<file path="src/rtl/pm_pkg.sv">
// ----------------------------------------------------------------------------
// pm_pkg
// Shared types and fixed widths for the polynomial multiplier.
// ----------------------------------------------------------------------------
`default_nettype none

package pm_pkg;

   // fixed widths of the result fields
   localparam int TERM_W  = 37;
   localparam int POWER_W = 6;

   // request action codes
   localparam logic ACT_FIRST  = 1'b0;
   localparam logic ACT_SECOND = 1'b1;

   // control states of the top level
   typedef enum logic [1:0] {
      ST_IDLE,
      ST_CONV,
      ST_EMIT
   } state_type;

   // status from the convolution engine
   typedef struct packed {
      logic busy;
      logic done;
   } conv_status_type;

endpackage

`default_nettype wire

</file>
<file path="src/rtl/polynomial_multiply.sv">
// Each accepted request carries one coefficient; the request that closes the second operand
// starts the multiply. Convolution: one coefficient pair per cycle, through a read, multiply
// and accumulate pipeline (one product memory write port).
// Emission: one product term read in flight on the product memory at a time.
// Reset is synchronous and clears counts, flags and control; the coefficient and product
// memories are not cleared, since every entry is written before it is read.
`default_nettype none

module polynomial_multiply
   import pm_pkg::*;
#(
   parameter int MAX_TERMS  = 32,
   parameter int COEFF_BITS = 16
) (
   input  wire logic                    clock,
   input  wire logic                    reset,
   input  wire logic                    req_valid,
   output      logic                    req_stall,
   input  wire logic                    req_action,
   input  wire logic [COEFF_BITS-1:0]   req_coefficient,
   input  wire logic                    req_last,
   output      logic                    rsp_valid,
   input  wire logic                    rsp_stall,
   output      logic [TERM_W-1:0]       rsp_product_term,
   output      logic [POWER_W-1:0]      rsp_power,
   output      logic                    rsp_overflow,
   output      logic                    rsp_final_res
);

   localparam int CW    = $clog2(MAX_TERMS + 1);
   localparam int IW    = $clog2(MAX_TERMS);
   localparam int PLEN  = 2 * MAX_TERMS - 1;
   localparam int PW    = $clog2(PLEN);

   state_type state_ff, state_in;

   logic [CW-1:0] fc_ff, fc_in, sc_ff, sc_in;
   logic          closed_ff, closed_in;
   logic          dropped_ff, dropped_in;
   logic          launch_ff;

   logic          req_accept, rsp_accept, trigger, finish;
   logic [CW-1:0] fc_eff;
   logic          first_we, second_we;

   logic [IW-1:0]           first_rd_addr, second_rd_addr;
   logic [COEFF_BITS-1:0]   first_rd_data, second_rd_data;
   logic                    prod_we;
   logic [PW-1:0]           prod_wr_addr, top_power;
   logic [TERM_W-1:0]       prod_wr_data, prod_rd_data;
   conv_status_type         conv_status;

   logic          issue, issue_final;
   logic [PW-1:0] e_ff;
   logic          last_issued_ff;
   logic          pend_ff, pend_final_ff;
   logic [PW-1:0] pend_k_ff;

   logic              rsp_valid_ff;
   logic [TERM_W-1:0] term_ff;
   logic [PW-1:0]     out_k_ff;
   logic              out_final_ff;

   // handshake events
   assign req_accept = req_valid && !req_stall;
   assign rsp_accept = rsp_valid_ff && !rsp_stall;
   assign trigger    = req_accept && (req_action == ACT_SECOND) && req_last;
   assign finish     = rsp_accept && out_final_ff;

   // next state
   always_comb begin
      state_in = state_ff;
      case (state_ff)
         ST_IDLE: if (trigger) state_in = ST_CONV;
         ST_CONV: if (conv_status.done) state_in = ST_EMIT;
         ST_EMIT: if (finish) state_in = ST_IDLE;
         default: state_in = ST_IDLE;
      endcase
   end

   // state outputs
   always_comb begin
      req_stall   = (state_ff != ST_IDLE);
      issue       = (state_ff == ST_EMIT) && !pend_ff && !last_issued_ff &&
                    (!rsp_valid_ff || !rsp_stall);
      issue_final = (e_ff == top_power);
   end

   // operand loading and counts
   always_comb begin
      fc_eff     = closed_ff ? '0 : fc_ff;
      fc_in      = fc_ff;
      sc_in      = sc_ff;
      closed_in  = closed_ff;
      dropped_in = dropped_ff;
      first_we   = 1'b0;
      second_we  = 1'b0;
      if (finish) begin
         fc_in      = '0;
         sc_in      = '0;
         closed_in  = 1'b0;
         dropped_in = 1'b0;
      end else if (req_accept) begin
         if (req_action == ACT_FIRST) begin
            if (fc_eff < CW'(MAX_TERMS)) begin
               first_we = 1'b1;
               fc_in    = fc_eff + CW'(1);
            end else begin
               fc_in      = fc_eff;
               dropped_in = 1'b1;
            end
            closed_in = req_last;
         end else begin
            if (sc_ff < CW'(MAX_TERMS)) begin
               second_we = 1'b1;
               sc_in     = sc_ff + CW'(1);
            end else begin
               dropped_in = 1'b1;
            end
         end
      end
   end

   // control registers
   always_ff @(posedge clock) begin
      if (reset) begin
         state_ff       <= ST_IDLE;
         fc_ff          <= '0;
         sc_ff          <= '0;
         closed_ff      <= 1'b0;
         dropped_ff     <= 1'b0;
         launch_ff      <= 1'b0;
         last_issued_ff <= 1'b0;
         pend_ff        <= 1'b0;
         rsp_valid_ff   <= 1'b0;
         e_ff           <= '0;
      end else begin
         state_ff   <= state_in;
         fc_ff      <= fc_in;
         sc_ff      <= sc_in;
         closed_ff  <= closed_in;
         dropped_ff <= dropped_in;
         launch_ff  <= trigger;
         pend_ff    <= issue;
         if (state_ff != ST_EMIT) begin
            e_ff           <= '0;
            last_issued_ff <= 1'b0;
         end else if (issue) begin
            e_ff           <= e_ff + PW'(1);
            last_issued_ff <= issue_final;
         end
         if (pend_ff) begin
            rsp_valid_ff <= 1'b1;
         end else if (rsp_accept) begin
            rsp_valid_ff <= 1'b0;
         end
      end
   end

   // result payload
   always_ff @(posedge clock) begin
      if (issue) begin
         pend_k_ff     <= e_ff;
         pend_final_ff <= issue_final;
      end
      if (pend_ff) begin
         term_ff      <= prod_rd_data;
         out_k_ff     <= pend_k_ff;
         out_final_ff <= pend_final_ff;
      end
   end

   // operand memories
   pm_ram #(.WIDTH(COEFF_BITS), .DEPTH(MAX_TERMS)) u_first_ram (
      .clock   (clock),
      .wr_en   (first_we),
      .wr_addr (fc_eff[IW-1:0]),
      .wr_data (req_coefficient),
      .rd_addr (first_rd_addr),
      .rd_data (first_rd_data)
   );

   pm_ram #(.WIDTH(COEFF_BITS), .DEPTH(MAX_TERMS)) u_second_ram (
      .clock   (clock),
      .wr_en   (second_we),
      .wr_addr (sc_ff[IW-1:0]),
      .wr_data (req_coefficient),
      .rd_addr (second_rd_addr),
      .rd_data (second_rd_data)
   );

   // convolution engine
   pm_conv #(.MAX_TERMS(MAX_TERMS), .COEFF_BITS(COEFF_BITS)) u_conv (
      .clock        (clock),
      .reset        (reset),
      .start        (launch_ff),
      .first_count  (fc_ff),
      .second_count (sc_ff),
      .first_addr   (first_rd_addr),
      .second_addr  (second_rd_addr),
      .first_data   (first_rd_data),
      .second_data  (second_rd_data),
      .prod_wr_en   (prod_we),
      .prod_wr_addr (prod_wr_addr),
      .prod_wr_data (prod_wr_data),
      .top_power    (top_power),
      .status       (conv_status)
   );

   // product memory
   pm_ram #(.WIDTH(TERM_W), .DEPTH(PLEN)) u_prod_ram (
      .clock   (clock),
      .wr_en   (prod_we),
      .wr_addr (prod_wr_addr),
      .wr_data (prod_wr_data),
      .rd_addr (e_ff),
      .rd_data (prod_rd_data)
   );

   assign rsp_valid        = rsp_valid_ff;
   assign rsp_product_term = term_ff;
   assign rsp_power        = POWER_W'(out_k_ff);
   assign rsp_overflow     = dropped_ff;
   assign rsp_final_res    = out_final_ff;

endmodule

`default_nettype wire

</file>
<file path="src/rtl/pm_ram.sv">
// ----------------------------------------------------------------------------
// pm_ram
// Generic single-write, single-read RAM with a registered read port.
// ----------------------------------------------------------------------------
`default_nettype none

module pm_ram #(
   parameter int WIDTH = 16,
   parameter int DEPTH = 32
) (
   input  wire logic                       clock,
   input  wire logic                       wr_en,
   input  wire logic [$clog2(DEPTH)-1:0]   wr_addr,
   input  wire logic [WIDTH-1:0]           wr_data,
   input  wire logic [$clog2(DEPTH)-1:0]   rd_addr,
   output      logic [WIDTH-1:0]           rd_data
);

   logic [WIDTH-1:0] mem [DEPTH];

   // write port and registered read
   always_ff @(posedge clock) begin
      if (wr_en) begin
         mem[wr_addr] <= wr_data;
      end
      rd_data <= mem[rd_addr];
   end

endmodule

`default_nettype wire

</file>
<file path="src/rtl/pm_conv.sv">
// ----------------------------------------------------------------------------
// pm_conv
// Convolution engine: walks the coefficient pairs one per cycle, grouped by
// output power, multiplies and accumulates, and writes each finished sum into
// the product memory while tracking the highest non-zero power.
// ----------------------------------------------------------------------------
`default_nettype none

module pm_conv
   import pm_pkg::*;
#(
   parameter int MAX_TERMS  = 32,
   parameter int COEFF_BITS = 16
) (
   input  wire logic                                  clock,
   input  wire logic                                  reset,
   input  wire logic                                  start,
   input  wire logic [$clog2(MAX_TERMS+1)-1:0]        first_count,
   input  wire logic [$clog2(MAX_TERMS+1)-1:0]        second_count,
   output      logic [$clog2(MAX_TERMS)-1:0]          first_addr,
   output      logic [$clog2(MAX_TERMS)-1:0]          second_addr,
   input  wire logic [COEFF_BITS-1:0]                 first_data,
   input  wire logic [COEFF_BITS-1:0]                 second_data,
   output      logic                                  prod_wr_en,
   output      logic [$clog2(2*MAX_TERMS-1)-1:0]      prod_wr_addr,
   output      logic [TERM_W-1:0]                     prod_wr_data,
   output      logic [$clog2(2*MAX_TERMS-1)-1:0]      top_power,
   output      conv_status_type                       status
);

   localparam int CW     = $clog2(MAX_TERMS + 1);
   localparam int IW     = $clog2(MAX_TERMS);
   localparam int PW     = $clog2(2 * MAX_TERMS - 1);
   localparam int PROD_W = 2 * COEFF_BITS;

   // pair walker
   logic          run_ff, run_in;
   logic          zero_ff, zero_in;
   logic [IW-1:0] is_ff, is_in, js_ff, js_in;
   logic [IW-1:0] i_ff, i_in, j_ff, j_in;
   logic [PW-1:0] k_ff, k_in;

   // pipeline stage after the memory read
   logic          v1_ff, first1_ff, lastk1_ff, fin1_ff;
   logic [PW-1:0] k1_ff;

   // pipeline stage after the multiply
   logic                     v2_ff, first2_ff, lastk2_ff, fin2_ff;
   logic [PW-1:0]            k2_ff;
   logic signed [PROD_W-1:0] mul_ff;

   // accumulator and results
   logic [TERM_W-1:0] acc_ff, acc_in;
   logic [PW-1:0]     top_ff, top_in;
   logic              done_ff, done_in;

   logic i_top, j_top, js_top, lastk, fin;

   // pair walk decode
   always_comb begin
      i_top  = (CW'(i_ff) + CW'(1)) == first_count;
      j_top  = (CW'(j_ff) + CW'(1)) == second_count;
      js_top = (CW'(js_ff) + CW'(1)) == second_count;
      lastk  = i_top || (j_ff == '0);
      fin    = i_top && j_top;
   end

   assign first_addr  = i_ff;
   assign second_addr = j_ff;

   // next pair: along the anti-diagonal, then to the start of the next power
   always_comb begin
      run_in  = run_ff;
      zero_in = 1'b0;
      is_in   = is_ff;
      js_in   = js_ff;
      i_in    = i_ff;
      j_in    = j_ff;
      k_in    = k_ff;
      if (start) begin
         if (first_count == '0) begin
            zero_in = 1'b1;
         end else begin
            run_in = 1'b1;
         end
         is_in = '0;
         js_in = '0;
         i_in  = '0;
         j_in  = '0;
         k_in  = '0;
      end else if (run_ff) begin
         if (fin) begin
            run_in = 1'b0;
         end else if (lastk) begin
            if (!js_top) begin
               js_in = js_ff + IW'(1);
               i_in  = is_ff;
               j_in  = js_ff + IW'(1);
            end else begin
               is_in = is_ff + IW'(1);
               i_in  = is_ff + IW'(1);
               j_in  = js_ff;
            end
            k_in = k_ff + PW'(1);
         end else begin
            i_in = i_ff + IW'(1);
            j_in = j_ff - IW'(1);
         end
      end
   end

   // accumulate the registered product
   always_comb begin
      acc_in = (first2_ff ? '0 : acc_ff) + TERM_W'(mul_ff);
   end

   // product memory write and highest non-zero power
   always_comb begin
      prod_wr_en   = (v2_ff && lastk2_ff) || zero_ff;
      prod_wr_addr = zero_ff ? '0 : k2_ff;
      prod_wr_data = zero_ff ? '0 : acc_in;
      top_in       = top_ff;
      if (start) begin
         top_in = '0;
      end else if (v2_ff && lastk2_ff && (acc_in != '0)) begin
         top_in = k2_ff;
      end
      done_in = (v2_ff && fin2_ff) || zero_ff;
   end

   // control registers
   always_ff @(posedge clock) begin
      if (reset) begin
         run_ff  <= 1'b0;
         zero_ff <= 1'b0;
         v1_ff   <= 1'b0;
         v2_ff   <= 1'b0;
         done_ff <= 1'b0;
      end else begin
         run_ff  <= run_in;
         zero_ff <= zero_in;
         v1_ff   <= run_ff;
         v2_ff   <= v1_ff;
         done_ff <= done_in;
      end
   end

   // walker indexes, pipeline payload and accumulator
   always_ff @(posedge clock) begin
      is_ff     <= is_in;
      js_ff     <= js_in;
      i_ff      <= i_in;
      j_ff      <= j_in;
      k_ff      <= k_in;
      first1_ff <= (i_ff == is_ff);
      lastk1_ff <= lastk;
      fin1_ff   <= fin;
      k1_ff     <= k_ff;
      first2_ff <= first1_ff;
      lastk2_ff <= lastk1_ff;
      fin2_ff   <= fin1_ff;
      k2_ff     <= k1_ff;
      mul_ff    <= $signed(first_data) * $signed(second_data);
      top_ff    <= top_in;
      if (v2_ff) begin
         acc_ff <= acc_in;
      end
   end

   assign top_power   = top_ff;
   assign status.busy = run_ff || v1_ff || v2_ff || zero_ff;
   assign status.done = done_ff;

endmodule

`default_nettype wire

</file>
<file path="config.mk">
export PLATFORM = sky130hd
export DESIGN_NAME = polynomial_multiply
export DESIGN_NICKNAME = d
export VERILOG_FILES = /design/src/rtl/pm_pkg.sv /design/src/rtl/polynomial_multiply.sv /design/src/rtl/pm_ram.sv /design/src/rtl/pm_conv.sv
export SDC_FILE = /design/constraint.sdc
export NUM_CORES = 2
export LEC_CHECK = 0
export BUFFER_PORTS_ARGS = -buffer_cell sky130_fd_sc_hd__clkbuf_2
export CELL_PAD_IN_SITES_DETAIL_PLACEMENT = 0
export CELL_PAD_IN_SITES_GLOBAL_PLACEMENT = 1
export CORE_AREA = 2 2 714 716
export CTS_BUF_LIST = sky130_fd_sc_hd__clkbuf_2
export CTS_CLUSTER_DIAMETER = 30
export DETAILED_ROUTE_END_ITERATION = 8
export DIE_AREA = 0 0 716 718
export GPL_TIMING_DRIVEN = 1
export PLACE_DENSITY_LB_ADDON = 0.1
export SYNTH_ARGS = -nofsm -noshare
export SYNTH_HDL_FRONTEND = slang
export SYNTH_HIERARCHICAL = 1
export SYNTH_SLANG_ARGS = --single-unit
</file>
<file path="constraint.sdc">
create_clock -name clock -period 8.1 [get_ports clock]
set_clock_uncertainty 0.15 [all_clocks]
set_input_delay 1.62 -clock clock [delete_from_list [all_inputs] [get_ports clock]]
set_output_delay 1.62 -clock clock [all_outputs]
set_load 0.02 [all_outputs]
</file>
==> results.md <==
* R2R setup slack at 1.34 ns
* CP endpoint kind: flop
* Crit Path Max Fanout at 16
* Setup Crit Path Kind: reg -> reg
* Routed via count at 82,700
* Clock transition at path regs at 0.08 ns
* Share of layout cells above drive strength 1 at 27.4%
* Slew @ Worst Pin at 1.38 ns
* Worst r2r dst: u_conv/mul_ff[21]
* Row count at 262
* Area delta synth->final at 12.9%
* CP max stage delay at 0.73 ns
* F_max at 148 MHz
* Number of top-level pins at 69
* FF/Latch Area at 107,000 um^2
* Worst path slowest cell: dfxtp_1
* Avg Vias per Cell at 4.84
* Global route total overflow at 0
* Syn Nets at 8,816
* Global Route Usage Sum at 18.6%
* Worst Hold Class: reg -> reg
* CTS tree: built
* Clock tree sinks at 3,625
* Fin. max-slew vios at 0
* Hold-fix buffers, CTS at 34
* Final HPWL DP at 279,000 um
* CP required at 9.94 ns
* H-Tree Depth at 7
* Data arrival, critical path at 8.61 ns
* PortBufs at 68
* Routability congestion estimate at 0.770
* Largest net degree at the start of global routing at 127
* Wire per inst at 28.0 um
* Die area at 514,000 um^2
* DR iter-0 viols at 5,946
* Initial Util at 29.9%
* Post-CTS resize count at 0
* Crit-path cells: and2_1 > fa_1 > inv_1 > fa_1 > fa_1 > fa_1 > inv_1 > fa_1 > inv_1 > fa_1 > inv_1 > ha_1 > a21oi_1 > nor2b_1 > o21ai_0 > nand2b_1 > a21oi_1 > o31ai_1 > a31oi_1 > o21bai_1 > a21o_1 > a21oi_1 > xnor2_1
* Vias in the first global route at 87,800
* Post-Route WL at 478,000 um
* Final setup viols at 0
* Die Ht at 718 um
* DP Worst Slack at 1.24 ns
* Post-CTS setup repair buffer count at 0
* Unrepaired setup endpoints after global routing: no
* Total clock buffers created by CTS at 1,161
* Area of the multi-input gates at 41,100 um^2
* DRC viols at 0
* Layout Nets at 9,956
* Number of routed nets with antenna violations at 0
* Ys Warns at 6
* Final hold vios at 0
* Clk root buf: clkbuf_2
* Clk Latency, worst-skew pair at 2.27 ns
* Setup tns final at 0 ns
* Netlist Area Pre-Place at 151,000 um^2
* Critical R2R Launch: u_second_ram/rd_data[6]
* Crit path to: u_conv/mul_ff[21]
* Max cap viols at 0
* Initial antenna violation count at 20
* Final Cycle Share at 83.5%
* Final worst slack at 1.34 ns
* Mapped Cells at 8,404
* Worst path most repeated cell: fa_1
* Die W at 716 um
* Max Buffers Root-to-Sink at 5
* Worst r2r path cells at 23
* Final min period at 6.77 ns
* Final hold slack at 0.182 ns
* CP Launch Type: flop
* Crit path from: u_second_ram/rd_data[6]
* TritonRoute pass-1 iters at 5
* Fill cells at 49,300
* Outcome: complete, no violations
* Average size of a mapped cell at 18.0 um^2
* First-pass GRT wire length at 668,000 um
* Slew HR at 8.27%
* Core area at 507,000 um^2
## metal layers
layer / routed length (um) / share of wire, % / track usage, %
met5: 0 / 0 / 0
met4: 13400 / 2.8 / 6.85
met3: 20500 / 4.3 / 3.61
met2: 235000 / 49 / 30.8
met1: 210000 / 44 / 24.1
## sequential cells by signal, summed over array words and instances (netlist names), 6 cells and up
register and cells:
u_second_ram/rd_data 16, u_prod_ram/mem 2331, u_prod_ram/rd_data 37, u_first_ram/mem 512, sc_ff 6, u_first_ram/rd_data 16
u_conv/k1_ff 6, rsp_power 6, u_conv/acc_ff 37, u_conv/k_ff 6, rsp_product_term 37, e_ff 6
u_conv/k2_ff 6, u_conv/mul_ff 32, u_second_ram/mem 512, u_conv/top_power 6, fc_ff 6, pend_k_ff 6
## placed cells by master, fill, tap and decap left out, types with 74 or more instances in the layout
cell      instances
clkinv_2         96
clkinv_1        183
a22oi_1         134
clkbuf_2       1673
mux2i_1         860
buf_4           284
nor3_1           74
and2_1          129
dfxtp_1         171
edfxtp_1       3443
xnor2_1          83
fa_1            263
nor2_4           82
mux4_2          516
o21ai_0          81
nor2_1          177
inv_1           376
ha_1            127
nand3_1          93
a21oi_1         205
nand2_1         348
nor2b_1          93
## worst max-delay path, delay by kind of cell (launching register included)
family	cells	cell delay, ns
adder cells (fa/ha/maj)	7	3.34
AO/OA/AOI/OAI	8	1.58
flip-flops	1	0.73
AND/OR/NAND/NOR	3	0.39
buffers and inverters	4	0.23
XOR/XNOR	1	0.14
## metrics by stage
step / util (%) / instances / instance area, um^2
3_5_place_dp: 31.7 / 15100 / 161000
5_1_grt: 33.7 / 17100 / 171000
3_3_place_gp: 31.7 / 15100 / 161000
6_report: 33.7 / 17100 / 171000
2_1_floorplan: - / 8404 / 151000
4_1_cts: 33.7 / 17000 / 171000
## final cells by class
cell class              count  area share, %
inverters                 379          0.833
clock buffers            1613           4.72
diodes                     37         0.0541
multi-input cells        3972           24.0
well taps                6732           4.92
flip-flops and latches   3625           62.6
clock inverters           307          0.959
repair buffers            405           1.87
## worst min-delay path by stage
stage / cells past startpoint / slack [ns] / from / to
after global routing: 5 / 0.19 / req_valid / fc_ff[3]
final: 0 / 0.18 / u_conv/fin1_ff / u_conv/fin2_ff
after floorplan: 0 / 0.16 / u_conv/fin1_ff / u_conv/fin2_ff
after detailed placement: 0 / 0.16 / u_conv/fin1_ff / u_conv/fin2_ff
after global placement: 0 / 0.16 / u_conv/fin1_ff / u_conv/fin2_ff
after CTS: 5 / 0.02 / rsp_stall / state_ff[1]
Power is not shown: default switching activity piles up to over one toggle a cycle in this logic, so the estimate is an artifact.
